`config.mk`:
```
export PLATFORM = sky130hd
export DESIGN_NAME = brf_ctrl
export DESIGN_NICKNAME = d
export VERILOG_FILES = /design/src/hw/rtl/brf_pkg.sv /design/src/hw/rtl/brf_ctrl.sv
export SDC_FILE = /design/constraint.sdc
export NUM_CORES = 1
export LEC_CHECK = 0
export BUFFER_PORTS_ARGS = -buffer_cell sky130_fd_sc_hd__buf_2
export CAP_MARGIN = 25
export CORE_AREA = 2 2 39 41
export DETAILED_ROUTE_END_ITERATION = 10
export DIE_AREA = 0 0 41 43
export PLACE_DENSITY = 0.31
export SYNTH_ARGS = -nofsm -noshare
export SYNTH_HDL_FRONTEND = slang
export SYNTH_SLANG_ARGS = --single-unit
```
`constraint.sdc`:
```
create_clock -name clock -period 1.04 [get_ports clock]
set_input_delay 0.156 -clock clock [delete_from_list [all_inputs] [get_ports clock]]
set_output_delay 0.156 -clock clock [all_outputs]
set_load 0.01 [all_outputs]
```
`src/hw/rtl/brf_pkg.sv`:
```
// shared constants, codes and control types for the byte ring fifo
`timescale 1ns / 1ps

package brf_pkg;

   // storage geometry
   localparam int DEPTH_LOG2 = 10;
   localparam int MAX_DEPTH  = 1 << DEPTH_LOG2;
   localparam int LEVEL_W    = DEPTH_LOG2 + 1;

   // burst limits
   localparam int MAX_BURST = 16;
   localparam int LEN_W     = 5;
   localparam int BURST_W   = 5;

   // capacity register
   localparam int CAP_W = 4;
   localparam logic [CAP_W-1:0] CAP_RESET = CAP_W'(DEPTH_LOG2);

   // transaction kinds carried on req_tuser
   typedef enum logic [1:0] {
      ACT_WRITE = 2'd0,
      ACT_POP   = 2'd1,
      ACT_PEEK  = 2'd2,
      ACT_CLEAR = 2'd3
   } brf_action_type;

   // controller states
   typedef enum logic [1:0] {
      ST_IDLE,
      ST_SINGLE,
      ST_BURST
   } brf_state_type;

   // controller to datapath
   typedef struct packed {
      logic start;
      logic issue;
      logic load_byte;
      logic load_single;
   } brf_cmd_type;

   // datapath to controller
   typedef struct packed {
      logic burst_grant;
      logic out_free;
      logic pending;
      logic issue_left;
      logic last_load;
   } brf_status_type;

endpackage

```
`src/hw/rtl/brf_ctrl.sv`:
```
// controller state machine sequencing single results and read bursts
`timescale 1ns / 1ps

module brf_ctrl (
   input  logic                    clock,
   input  logic                    reset,
   input  logic                    req_tvalid,
   output logic                    req_tready,
   input  brf_pkg::brf_status_type status,
   output brf_pkg::brf_cmd_type    cmd
);

   brf_pkg::brf_state_type state_ff;
   brf_pkg::brf_state_type state_in;

   // state register
   always_ff @(posedge clock) begin
      if (reset) begin
         state_ff <= brf_pkg::ST_IDLE;
      end else begin
         state_ff <= state_in;
      end
   end

   // next state
   always_comb begin
      state_in = state_ff;
      case (state_ff)
         brf_pkg::ST_IDLE: begin
            if (req_tvalid) begin
               state_in = status.burst_grant ? brf_pkg::ST_BURST : brf_pkg::ST_SINGLE;
            end
         end
         brf_pkg::ST_SINGLE: begin
            if (status.out_free) begin
               state_in = brf_pkg::ST_IDLE;
            end
         end
         brf_pkg::ST_BURST: begin
            if (status.pending && status.out_free && status.last_load) begin
               state_in = brf_pkg::ST_IDLE;
            end
         end
         default: begin
            state_in = brf_pkg::ST_IDLE;
         end
      endcase
   end

   // command outputs
   always_comb begin
      cmd        = '0;
      req_tready = 1'b0;
      case (state_ff)
         brf_pkg::ST_IDLE: begin
            req_tready = 1'b1;
            cmd.start  = req_tvalid;
         end
         brf_pkg::ST_SINGLE: begin
            cmd.load_single = status.out_free;
         end
         brf_pkg::ST_BURST: begin
            cmd.load_byte = status.pending && status.out_free;
            cmd.issue     = status.issue_left && (!status.pending || cmd.load_byte);
         end
         default: begin
            cmd = '0;
         end
      endcase
   end

endmodule

```
# Yosys cells after proc, flatten, opt, wreduce, memory -nomap -nowiden
# Index checks and enable logic that the tools add are counted.
[totals]
regBits = 2
input_bits = 8
output_inout_bits = 5
elab_cells = 22
[classes]
eq_ne = 5
muxes = 9
reduce_logical = 7
[op_table]
columns = ["op", "n"]
rows = [
  ["$mux W2", 5],
  ["$ne A2 B2 Y1 const B", 3],
  ["$pmux W2 S3", 1],
  ["$logic_and A1 B1 Y1", 3],
  ["$mux W1", 3],
  ["$reduce_and A3 Y1", 1],
  ["$eq A2 B1 Y1 const B", 1],
  ["$eq A2 B2 Y1 const B", 1],
  ["$logic_not A2 Y1", 1],
  ["$logic_not A1 Y1", 1],
  ["$logic_or A1 B1 Y1", 1],
]

# Depth between registers and ports, before layout
# Gate-level depths: netlist of the first run.
[logic_depth]
depth_word = 4
depth_mapped = 2
mapped_depth_nobuf = 2

# Worst setup path before layout of the first run
# Ideal clock, no wire load.
[synth_path]
path_kind = "register to register"
startpoint = "register state_ff[0]"
endpoint = "register state_ff[0]"
setup_time_ns = 0.079
t_arrival_ns = 0.892
t_required_ns = 0.961
slack_ns = 0.069
path_stages_with_launch = 3
path_buffers = 0
synth_period_minus_slack_ns = 0.971
path_cell_list = "dfxtp_1 -> or3b_1 -> a211oi_2"
[synth_via]
elab_chain_len = 3
word_cells_on_any_way = 8
classes_between = "eq/ne (5); mux (1); reduce/logical (2)"
[synth_rtl]
columns = ["element", "line", "text"]
rows = [
  ["from (decl)", "brf_ctrl.sv:13", "brf_pkg::brf_state_type state_ff;"],
  ["from (signal assigned)", "brf_ctrl.sv:19", "state_ff <= brf_pkg::ST_IDLE;"],
  ["from (signal assigned)", "brf_ctrl.sv:21", "state_ff <= state_in;"],
  ["$eq A2 B2 Y1 (tied with other cells)", "brf_ctrl.sv:28", "case (state_ff)"],
  ["$ne A2 B2 Y1 (no source line)", "n/a", ""],
  ["$reduce_and A3 Y1 (no source line)", "n/a", ""],
]
# Parallel ways exist; a longest one is shown, timed or not.
# A chain may end at the register's enable or synchronous reset.

==> results.md, run 1 <==
Critical path:
- The depth of the worst register-to-register path is 2.
- The startpoint kind of the worst setup timing path is a register.
- The reg-to-reg startpoint is state_ff[0]$_SDFFE_PP0P_.
- The path type of the worst setup path is register to output pin.
- The worst register-to-register path ends at state_ff[0]$_SDFFE_PP0P_.
- The critical path's largest stage delay is around 330 ps.
- The signal on the critical path passes through nand3b_1 -> a21oi_1 -> buf_2.
- For the worst setup path, the data required time is a little under 900 ps.
- The element type at the critical path end is an output pin.
- Setup slack on the worst reg-to-reg path comes out at about 70 ps.
- The total buffers and inverters traversed by the critical path is 1.
- At the worst endpoint, the arrival time is about 960 ps.
- Of all nets on the critical path, the largest fanout is 7.
- The kind of cell with the highest combined delay on the critical path is flip-flops.
- The cell with the biggest individual delay on the critical path is sky130_fd_sc_hd__dfxtp_2.

Clocking:
- The TritonCTS clock tree is done.
- The number of CTS-inserted buffers is 3.
- CTS placed an instance of sky130_fd_sc_hd__clkbuf_4 at the clock tree root.
- Counting every sink on the clock net gives 2.
- The clock-pin slew on the worst setup and hold paths is 30 ps.
- The later-pin clock latency in the skew report is 230 ps.
- The maximum level of the CTS H-tree is 1.
- The clock passes through at most 2 buffers.

Cells and area:
- The register with the most flip-flops in the layout has 2 of them.
- The number of nets in the layout is 40.
- The final-layout fill cell count is roughly 160.
- The post-route cell area is roughly 250 um^2.
- Registers take 45.0 um^2.
- state_ff holds more flip-flops than any other register.
- The area growth from synthesis to layout is 88.8%.
- The area taken by multi-input logic gates is between 90 and 100 um^2.
- The largest registers in the layout are state_ff: 2 flops.
- The number of diodes is 0.
- In the final layout, the share of cells above drive strength 1 is 0.667.

Synthesis:
- The part of the Yosys area used for sequential elements is 0.299.
- By area the synthesized netlist is led by sky130_fd_sc_hd__dfxtp_1 (30%), sky130_fd_sc_hd__a211oi_2 (9.3%), sky130_fd_sc_hd__and4b_2 (8.4%), sky130_fd_sc_hd__a21oi_1 (7.5%), sky130_fd_sc_hd__and4_1 (6.5%).
- The post-synthesis net count is 23.
- After technology mapping, the gate count stands at 15.
- The number of synthesis warnings is 0.
- The synthesized design contains 0 enable-type register cells.
- The area share of the largest cell type after synthesis is 0.299.
- Counting flops and latches in the post-synthesis netlist gives 2.
- The commonest cells after synthesis are sky130_fd_sc_hd__a21oi_1 (2), sky130_fd_sc_hd__dfxtp_1 (2).
- The largest total area in the synthesized netlist belongs to sky130_fd_sc_hd__dfxtp_1.
- The number of distinct library cells after synthesis is 13.
- The synthesized area divided by synthesized cell count is 8.93 um^2.
- In the synthesized netlist the dominant register cell turns out to be sky130_fd_sc_hd__dfxtp_1.
- The cell area after technology mapping is about 130 um^2.
- The fraction of synthesis flops using an asynchronous set or reset pin is 0.

STA:
- The period utilization is 1.07.
- The number of endpoints with negative hold slack in the final report was 0.
- The maximum achievable frequency is ~0.90 GHz.
- In the final timing run, aggregate negative setup slack is -178 ps.
- At the pin with the least slew margin, the transition time is between 200 and 300 ps.
- Headroom to the max-slew limit came out at 0.821.
- Setup repair after global routing could not meet its margin everywhere.
- In the post-route analysis, the smallest setup slack over all paths is -73.7 ps.
- The number of slew-limit violations in the final report is 0.
- The count of final setup violators is 3.
- Across the routed clock network, the largest skew measured is 5.16 ps.
- The minimum clock period is 1110 ps.

Min path:
- The beginning of the worst hold path is reset.
- The worst hold path terminates at state_ff[0]$_SDFFE_PP0P_.
- The min-delay analysis places its worst path in the category primary input to register.
- The hold path depth is 2.

Floorplanning:
- The chip height is about 43 um.
- The x dimension of the die is just over 40 um.
- After floorplanning, the core was divided into 14 placement rows.
- The region available for standard cell placement spans ~1400 um^2.
- The top-level I/O count is 13.
- The floorplan step defined a die boundary enclosing between 1500 and 2000 um^2.
- The initial standard-cell utilization of the core is 0.0967.

Global routing:
- The largest net degree at the start of global routing is 8.
- The number of antenna violations at the first check in global routing is 0.
- The met2 capacity usage during global routing is 0.103.
- The overall fraction of global-route tracks in use is 0.0651.
- For this run, global-route usage on met3 was measured as 0.0157.
- The number of global-route vias before repair is between 150 and 200.
- For met1 alone, demand over resource in global routing was 0.0447.
- After global routing the overflow that remains totals 0.
- The most heavily used metal layer in global routing is met2.
- The first global-routing pass estimated around 700 um of wire.

Routing:
- The detailed router placed 175 vias in this run.
- After detailed routing, the number of vias per cell comes to about 3.8.
- The final routed wire length divided by cell count is ~9.5 um.
- Summed over all layers, the routed wires come to between 400 and 500 um.
- The post-route DRC violation count is 0.
- For this run, the detailed router's first-pass iteration total came to 1.
- In this run the remaining antenna-violating nets after routing total 0.
- In this run, the number of DRC markers left after iteration 0 of detailed routing was 0.

Placement:
- After detailed placement, the total cell area comes to 214 um^2.
- The routability-driven placement congestion ratio is ~0.54.
- The placed wire-length estimate is roughly 340 um.
- The number of buffer cells added on primary ports is 12.

Job:
- The count of maximum capacitance violations is 0.

Power and ir drop:
- The power density over the cells is ~1300 nW/um^2.
- Summed over all cells, the static leakage comes to 0.000117 uW.
- The worst-case vdd ir drop is about 0.23 mV.

Status:
- The checks that failed: negative setup slack.
- The flow ran to the end, but the final reports show violations.
cells in the final DEF (no fill, tap or decap), drive strengths merged:
master	count
nand3b	1
and4	1
a21oi	2
buf	12
nor3b	1
and4b	1
inv	1
or3b	1
a211oi	1
clkbuf	3
nor4	1
dfxtp	2
and2	1
nor2	1
or2b	1
per-stage QoR:
step                 util  std cells  power, uW  worst slack (ps)  hold slack, ps
floorplan               -         15        116              68.7             221
global placement    0.155         43        146              46.0             337
detailed placement  0.155         43        147              17.0             340
CTS                 0.179         46        333             -93.4            88.4
global route        0.183         46        352              -154             111
finish              0.183         46        329             -73.7             101
worst reg2reg max path, stage by stage, from the launching register on:
cell and delay, ps:
sky130_fd_sc_hd__dfxtp_2 330, sky130_fd_sc_hd__or3b_1 390, sky130_fd_sc_hd__a211oi_2 170
power breakdown:
part	total, uW	switching (uW)	internal (uW)
clock	181	52.5	128
combinational	57.1	26.0	31.1
sequential	91.3	8.79	82.5
total	329	87.3	242
logic make-up (layout without fill, tap and decap cells):
family | count (synthesis) | in the layout | share of synthesized area
AND/OR/NAND/NOR | 9 | 9 | 0.505
AO/OA/AOI/OAI | 3 | 3 | 0.168
flip-flops | 2 | 2 | 0.299
buffers and inverters | 1 | 16 | 0.0280
layout make-up:
class                   instances  share of cell area
well taps                      16              0.0792
clock buffers                   3              0.0891
inverters                       1              0.0149
multi-input cells              12               0.376
repair buffers                 12               0.262
flip-flops and latches          2               0.178
worst max-delay path by stage:
| stage | from | end | slack, ps | depth (start not counted) |
|---|---|---|---|---|
| 2_1_floorplan | state_ff[0]$_SDFFE_PP0P_ | state_ff[0]$_SDFFE_PP0P_ | 70 | 2 |
| 3_3_place_gp | state_ff[0]$_SDFFE_PP0P_ | state_ff[0]$_SDFFE_PP0P_ | 50 | 2 |
| 3_5_place_dp | state_ff[0]$_SDFFE_PP0P_ | state_ff[0]$_SDFFE_PP0P_ | 20 | 2 |
| 4_1_cts | state_ff[0]$_SDFFE_PP0P_ | cmd[2] | -90 | 3 |
| 5_1_grt | state_ff[0]$_SDFFE_PP0P_ | cmd[2] | -150 | 3 |
| 6_report | state_ff[0]$_SDFFE_PP0P_ | cmd[2] | -70 | 3 |
routing by layer:
layer	wire length, um	up-vias
li1	-	88
met1	120	83
met2	295	4
met3	21	0
met4	0	0
met5	0	-
what timing repair did:
action	CTS	global route
endpoints found under the setup margin	5	6
buffers inserted	0	0
resized for setup	4	1
hold buffers	0	0
pin swaps	0	2
Power figures use the tool's default switching activity.
==> run 2, diff against run 1 <==
==> constraint.sdc (replaced) <==
create_clock -name clock -period 1.01 [get_ports clock]
set_input_delay 0.1515 -clock clock [delete_from_list [all_inputs] [get_ports clock]]
set_output_delay 0.1515 -clock clock [all_outputs]
set_load 0.01 [all_outputs]
==> run 2 against run 1 <==
Net effect: the run still ends with negative setup slack left; core utilization is the same; clock skew is the same; non-clock buffer count unchanged; wire length unchanged; sequential cell count stayed put; via count stayed put; sequential power grew 3.0%; critical path type unchanged; largest cell class unchanged; largest power group unchanged.
==> results.md, run 2 (synthesis gave the netlist of run 1 again) <==
Clocking:
- The number of buffers inserted for hold repair after clock tree synthesis is 0 (unchanged).
- The clock root buffer master is sky130_fd_sc_hd__clkbuf_4 (unchanged).
- The number of CTS-inserted buffers is 3 (unchanged).
- The clock-pin slew on the worst setup and hold paths is 30 ps (about the same).
- The later-pin clock latency in the skew report is 230 ps (about the same).
- The maximum root-to-sink buffer count is 2 (unchanged).
- The number of buffers inserted by post-CTS setup repair came to 0 (unchanged).
- The count of clock tree sinks came to 2 (unchanged).
- The TritonCTS clock tree is done (unchanged).
- The maximum level of the CTS H-tree came to 1 (unchanged).

Job:
- The count of maximum capacitance violations was 0 (unchanged).

Routing:
- The final routed wire length divided by cell count is 9.50 um (unchanged).
- The total iterations of the first detailed-routing run is 1 (unchanged).
- The post-route DRC violation count was 0 (unchanged).
- The met2 wire length is 295 um (unchanged).
- The met1 wire length came to 120 um (unchanged).
- The count of routing violations after the opening detailed-route iteration is 0 (unchanged).
- The number of nets still failing antenna checks after routing is 0 (unchanged).
- The detailed route wirelength on metal3 is 21 um (unchanged).
- The final wirelength is 437 um (unchanged).
- The total via count in the routed design is 175 (unchanged).
- The top routing layer in use is met3 (unchanged).
- The via-per-instance ratio was 3.80 (unchanged).

Critical path:
- The arrival time of data at the critical path endpoint was 960 ps (about the same).
- The total number of cells along the worst setup path is 3 (unchanged).
- The startpoint kind of the worst setup timing path is a register (unchanged).
- The critical path's largest stage delay is 330 ps (about the same).
- The depth of the worst register-to-register path is 2 (unchanged).
- The path type of the worst setup path is register to output pin (unchanged).
- The destination of the critical timing path is cmd[2] (unchanged).
- Worst path cell trace: nand3b_1 -> a21oi_1 -> buf_2 (unchanged).
- The critical register-to-register path endpoint is state_ff[0]$_SDFFE_PP0P_ (unchanged).
- The kind of cell with the highest combined delay on the critical path is flip-flops (unchanged).
- The slack of the worst reg-to-reg path is 40 ps (was 70 ps).
- The cell with the biggest individual delay on the critical path was sky130_fd_sc_hd__dfxtp_2 (unchanged).
- The maximum fanout count along the critical path is 7 (unchanged).
- The element type at the critical path end is an output pin (unchanged).
- The required time of the critical path came to 860 ps (was 880 ps).
- The reg-to-reg startpoint is state_ff[0]$_SDFFE_PP0P_ (unchanged).
- The worst setup path startpoint was state_ff[0]$_SDFFE_PP0P_ (unchanged).
- The total buffers and inverters traversed by the critical path is 1 (unchanged).

Cells and area:
- The non-filler instance count after layout came to 46 (unchanged).
- The final-layout fill cell count is 159 (unchanged).
- Top Registers: state_ff: 2 flops (unchanged).
- The leading cell type in the layout, fill and taps excluded is sky130_fd_sc_hd__buf_2 (unchanged).
- The register with the most flip-flops is state_ff (unchanged).
- Most frequent cells in the layout: sky130_fd_sc_hd__buf_2 (11), sky130_fd_sc_hd__clkbuf_4 (3), sky130_fd_sc_hd__a21oi_1 (2) (unchanged).
- The share of final-layout standard cells stronger than drive strength 1 is 0.667 (unchanged).
- The synthesis-to-layout area growth is 88.8% (unchanged).
- The number of nets in the layout is 40 (unchanged).
- The number of diodes came to 0 (unchanged).
- The flip-flop count of the largest register after layout is 2 (unchanged).

Power and ir drop:
- The combinational cell fraction of total power came to 0.174 (about the same).
- The sequential fraction of design power is 0.278 (about the same).
- The design internal power is 249 uW (was 242 uW).
- The post-route total power was 339 uW (was 329 uW).
- The switching power is 89.9 uW (was 87.3 uW).
- The switching power share of the total was 0.265 (about the same).
- The worst-case vdd ir drop is 0.232 mV (was 0.225 mV).
- The power density over the cells is 1340 nW/um^2 (was 1300 nW/um^2).
- The fraction of power consumed by the clock network is 0.549 (about the same).
- The leakage power summed over all cells came to 0.000117 uW (unchanged).

STA:
- The clock skew after layout was 5.16 ps (unchanged).
- In the finished design, the share of the clock period the worst path needs comes to 1.10.
- The smallest setup slack after layout is -99.2 ps (was -73.7 ps).
- The smallest clock period supported by the final layout is computed as around 1100 ps.
- The count of final setup violators is 4 (was 3).
- The number of endpoints with negative hold slack in the final report is 0 (unchanged).
- The worst slew slack as a fraction of its limit is 0.821 (unchanged).
- RSZ-0062 raised after global routing: true (unchanged).
- The number of slew-limit violations in the final report was 0 (unchanged).
- The slew at the pin with the worst max-slew slack is 266 ps (unchanged).
- Static timing analysis puts the maximum clock frequency at approximately 0.90 GHz.

Global routing:
- The overall fraction of global-route tracks in use is 0.0651 (unchanged).
- The total congestion overflow after global routing is 0 (unchanged).
- The first-pass GRT wire length is 683 um (unchanged).
- The largest net degree at the start of global routing is 8 (unchanged).
- The number of antenna violations at the first check in global routing is 0 (unchanged).
- The number of global-route vias before repair is 191 (unchanged).

Placement:
- The placed wire-length estimate is 344 um (unchanged).
- The pre-CTS setup slack is -13.0 ps (was 17.0 ps).
- The number of buffer cells added on primary ports is 12 (unchanged).
- The placed cell count is 43 (unchanged).
- The routability-driven placement congestion ratio is 0.537 (unchanged).

Floorplanning:
- The initial standard-cell utilization of the core is 0.0967 (unchanged).
- The area of the core is 1380 um^2 (unchanged).
- The number of placement rows is 14 (unchanged).
- The chip height is 43 um (unchanged).
- The top-level I/O count is 13 (unchanged).
- The die area is 1760 um^2 (unchanged).
- The x dimension of the die is 41 um (unchanged).

Min path:
- The beginning of the worst hold path is reset (unchanged).
- The class of the tightest hold or removal check is primary input to register (unchanged).

Status:
- Result of the run: finished, violations left (unchanged).
- Violated checks: negative setup slack (unchanged).
run 2: cell counts in the layout (fill, tap and decap cells not counted):
Identical to the previous run, type by type.
run 2: through the flow:
| step | cell area (um^2) | hold WS (ps) | setup TNS (ps) | util |
|---|---|---|---|---|
| floorplan | 134 | 216 | 0 | - |
| global placement | 214 | 333 | 0 | 0.155 |
| detailed placement | 214 | 335 | -13.0 | 0.155 |
| CTS | 248 | 83.9 | -386 | 0.179 |
| global route | 253 | 107 | -569 | 0.183 |
| finish | 253 | 96.2 | -279 | 0.183 |
run 2: worst min-delay path by stage:
stage	end	slack (ps)	depth (start not counted)
after floorplan	state_ff[0]$_SDFFE_PP0P_	220	1
after global placement	state_ff[0]$_SDFFE_PP0P_	330	2
after detailed placement	state_ff[0]$_SDFFE_PP0P_	340	2
after CTS	state_ff[0]$_SDFFE_PP0P_	80	2
after global routing	state_ff[0]$_SDFFE_PP0P_	110	2
final	state_ff[0]$_SDFFE_PP0P_	100	2
run 2: routing by layer:
layer / vias to the layer above / global-route usage
met5: - / 0
met4: 0 / 0.100
met3: 0 / 0.0157
met2: 4 / 0.103
met1: 83 / 0.0447
li1: 88 / -
run 2: cell type report:
class,count,area [um^2],area share
Tap cell,16,20.0,0.0792
Inverter,1,3.75,0.0149
Multi-Input combinational cell,12,95.1,0.376
Sequential cell,2,45.0,0.178
Timing Repair Buffer,12,66.3,0.262
Clock buffer,3,22.5,0.0891
run 2: power groups by stage:
stage,Clock [uW],Sequential (uW),Combinational (uW)
finish,186,94.0,58.8
global route,201,95.4,65.8
CTS,191,93.4,58.5
detailed placement,0,94.4,56.9
global placement,0,93.8,56.5
floorplan,0,92.0,27.1
run 2: timing repair:
action | CTS | global route
setup endpoints to repair | 6 | 6
pin swaps | 1 | 1
cloned | 0 | 0
resized for setup | 4 | 1
==> run 3, diff against run 2 <==
--- a/config.mk
+++ b/config.mk
@@ -10,7 +10,7 @@
 export CORE_AREA = 2 2 39 41
 export DETAILED_ROUTE_END_ITERATION = 10
 export DIE_AREA = 0 0 41 43
-export PLACE_DENSITY = 0.31
+export PLACE_DENSITY = 0.3
 export SYNTH_ARGS = -nofsm -noshare
 export SYNTH_HDL_FRONTEND = slang
 export SYNTH_SLANG_ARGS = --single-unit
==> run 3 against run 2 <==
Net effect: the flow still finishes with violations (negative setup slack); clock skew is 0.93 ps higher; non-clock buffer count is 1 higher; register-to-register slack hardly changed; via count is 6.3% higher; sequential power is 2% lower; critical path type unchanged; first-iteration DRC count stayed put; global-route usage is 0.11 points lower; fmax is 1.1% higher; sequential cell count stayed put; highest routed layer is now met4.
==> results.md, run 3 (synthesis gave the netlist of run 1 again) <==
STA:
- The slew at the pin with the worst max-slew slack is 233 ps (was 266 ps).
- RSZ-0062 raised after global routing: true (unchanged).
- The clock skew after layout came to 6.09 ps (was 5.16 ps).
- The number of slew-limit violations in the final report is 0 (unchanged).
- The smallest setup slack after layout is -86.8 ps (was -99.2 ps).
- The worst hold-check slack is 93.6 ps (was 96.2 ps).
- The worst slew slack as a fraction of its limit is 0.844 (was 0.821).
- The period utilization came to 1.09 (was 1.10).
- The count of final setup violators is 4 (unchanged).
- The minimum clock period was 1100 ps (was 1110 ps).
- The maximum achievable frequency is 0.912 GHz (was 0.902 GHz).
- The number of endpoints with negative hold slack in the final report is 0 (unchanged).

Critical path:
- The slack of the worst reg-to-reg path is 50 ps (was 40 ps).
- The critical path's largest stage delay is 350 ps (was 330 ps).
- The cell with the biggest individual delay on the critical path is sky130_fd_sc_hd__dfxtp_4 (was sky130_fd_sc_hd__dfxtp_2).
- The element type at the critical path end is an output pin (unchanged).
- The critical register-to-register path endpoint is state_ff[0]$_SDFFE_PP0P_ (unchanged).
- The depth of the worst register-to-register path came to 2 (unchanged).
- The path type of the worst setup path is register to output pin (unchanged).
- The total buffers and inverters traversed by the critical path was 1 (unchanged).
- The startpoint kind of the worst setup timing path is a register (unchanged).
- The arrival time of data at the critical path endpoint is 950 ps (was 960 ps).
- The maximum fanout count along the critical path came to 6 (was 7).
- The kind of cell with the highest combined delay on the critical path is flip-flops (unchanged).
- The required time of the critical path came to 860 ps (about the same).
- Worst path cell trace: nor2_1 -> and2_1 -> buf_2 (was nand3b_1 -> a21oi_1 -> buf_2).
- The reg-to-reg startpoint is state_ff[0]$_SDFFE_PP0P_ (unchanged).

Clocking:
- The TritonCTS clock tree is done (unchanged).
- The later-pin clock latency in the skew report is 230 ps (about the same).
- The maximum root-to-sink buffer count is 2 (unchanged).
- The number of buffers inserted for hold repair after clock tree synthesis is 0 (unchanged).
- The count of clock tree sinks was 2 (unchanged).
- The number of CTS-inserted buffers came to 3 (unchanged).
- The clock root buffer master was sky130_fd_sc_hd__clkbuf_4 (unchanged).
- The clock-pin slew on the worst setup and hold paths is 30 ps (about the same).
- The maximum level of the CTS H-tree is 1 (unchanged).

Status:
- Violated checks: negative setup slack (unchanged).
- Result of the run: finished, violations left (unchanged).

Placement:
- The pre-CTS setup slack came to -10.6 ps (was -13.0 ps).
- The number of buffer cells added on primary ports is 12 (unchanged).
- The placed wire-length estimate is 323 um (was 344 um).
- The routability-driven placement congestion ratio is 0.702 (was 0.537).
- The placed cell area is 214 um^2 (unchanged).

Floorplanning:
- The area of the core is 1380 um^2 (unchanged).
- The number of placement rows came to 14 (unchanged).
- The chip height is 43 um (unchanged).
- The top-level I/O count is 13 (unchanged).
- The die area was 1760 um^2 (unchanged).
- The x dimension of the die is 41 um (unchanged).
- The initial standard-cell utilization of the core is 0.0967 (unchanged).

Min path:
- The destination of the worst hold path is state_ff[0]$_SDFFE_PP0P_ (unchanged).
- The class of the tightest hold or removal check was primary input to register (unchanged).
- The beginning of the worst hold path is reset (unchanged).
- The hold path depth was 2 (unchanged).

Power and ir drop:
- The leakage power summed over all cells was 0.000123 uW (was 0.000117 uW).
- The power density over the cells is 1290 nW/um^2 (was 1340 nW/um^2).
- The worst-case vdd ir drop is 0.276 mV (was 0.232 mV).

Routing:
- The number of nets still failing antenna checks after routing was 0 (unchanged).
- The count of routing violations after the opening detailed-route iteration came to 0 (unchanged).
- The final wirelength is 399 um (was 437 um).
- The final routed wire length divided by cell count is 8.49 um (was 9.50 um).
- The total iterations of the first detailed-routing run is 1 (unchanged).
- The post-route DRC violation count is 0 (unchanged).
- The total via count in the routed design came to 186 (was 175).
- The via-per-instance ratio came to 3.96 (was 3.80).

Global routing:
- The first-pass GRT wire length is 627 um (was 683 um).
- The number of antenna violations at the first check in global routing was 0 (unchanged).
- The number of global-route vias before repair came to 167 (was 191).
- The total congestion overflow after global routing is 0 (unchanged).
- The overall fraction of global-route tracks in use came to 0.0641 (was 0.0651).
- The largest net degree at the start of global routing is 8 (unchanged).

Cells and area:
- The leading cell type in the layout, fill and taps excluded is sky130_fd_sc_hd__buf_2 (unchanged).
- The post-route cell area is 260 um^2 (was 253 um^2).
- The flip-flop count of the largest register after layout is 2 (unchanged).
- The register with the most flip-flops is state_ff (unchanged).
- Most frequent cells in the layout: sky130_fd_sc_hd__buf_2 (11), sky130_fd_sc_hd__clkbuf_4 (3), sky130_fd_sc_hd__a21oi_1 (2) (unchanged).
- The synthesis-to-layout area growth is 94.4% (was 88.8%).
- The number of nets in the layout is 41 (was 40).
- Top Registers: state_ff: 2 flops (unchanged).
- The share of final-layout standard cells stronger than drive strength 1 was 0.677 (was 0.667).
- The number of diodes is 0 (unchanged).

Job:
- The count of maximum capacitance violations is 0 (unchanged).
run 3: changes by cell type in the layout (fill, tap and decap cells not counted), sizes merged:
cell	delta
buf	+1
run 3: how the worst max path moves through the flow:
stage	endpoint	cells past startpoint	start
final	cmd[3]	3	state_ff[1]$_SDFFE_PP0P_
after floorplan	state_ff[0]$_SDFFE_PP0P_	2	state_ff[0]$_SDFFE_PP0P_
after global placement	state_ff[0]$_SDFFE_PP0P_	2	state_ff[0]$_SDFFE_PP0P_
after detailed placement	state_ff[0]$_SDFFE_PP0P_	2	state_ff[0]$_SDFFE_PP0P_
after global routing	cmd[2]	3	state_ff[0]$_SDFFE_PP0P_
after CTS	cmd[2]	3	state_ff[0]$_SDFFE_PP0P_
run 3: worst register-to-register path, stage by stage (launching register included):
cell,delay (ps)
sky130_fd_sc_hd__dfxtp_2,330
sky130_fd_sc_hd__or3b_1,380
sky130_fd_sc_hd__a211oi_2,170
run 3: report_power, final:
part,switching [uW],internal [uW]
clock network,50.0,131
logic,27.7,35.3
registers,7.07,85.0
total,84.8,252
run 3: metal layers:
layer	track usage	wire length (um)	vias to the layer above
met1	0.0414	102	86
met4	0.120	36	0
met2	0.0938	256	4
met5	0	0	-
met3	0.0157	4	4
li1	-	-	92
run 3: through the flow:
stage	util	instances	power (uW)	setup TNS [ps]
after CTS	0.188	47	344	-304
after global routing	0.188	47	366	-538
after global placement	0.155	43	150	0
after floorplan	-	15	119	0
after detailed placement	0.155	43	151	-10.6
final	0.188	47	337	-252
run 3: repair_timing:
action / 4_1_cts / 5_1_grt
pin swaps: 2 / 0
setup buffers: 1 / 0
setup endpoints to repair: 6 / 5
gates resized for setup: 5 / 0
gates cloned: 0 / 0
run 3: final cells by class:
cell class              count  area (um^2)
fillers                   156         1120
multi-input cells          12         95.1
repair buffers             13         73.8
flip-flops and latches      2         45.0
clock buffers               3         22.5
well taps                  16         20.0
inverters                   1         3.75
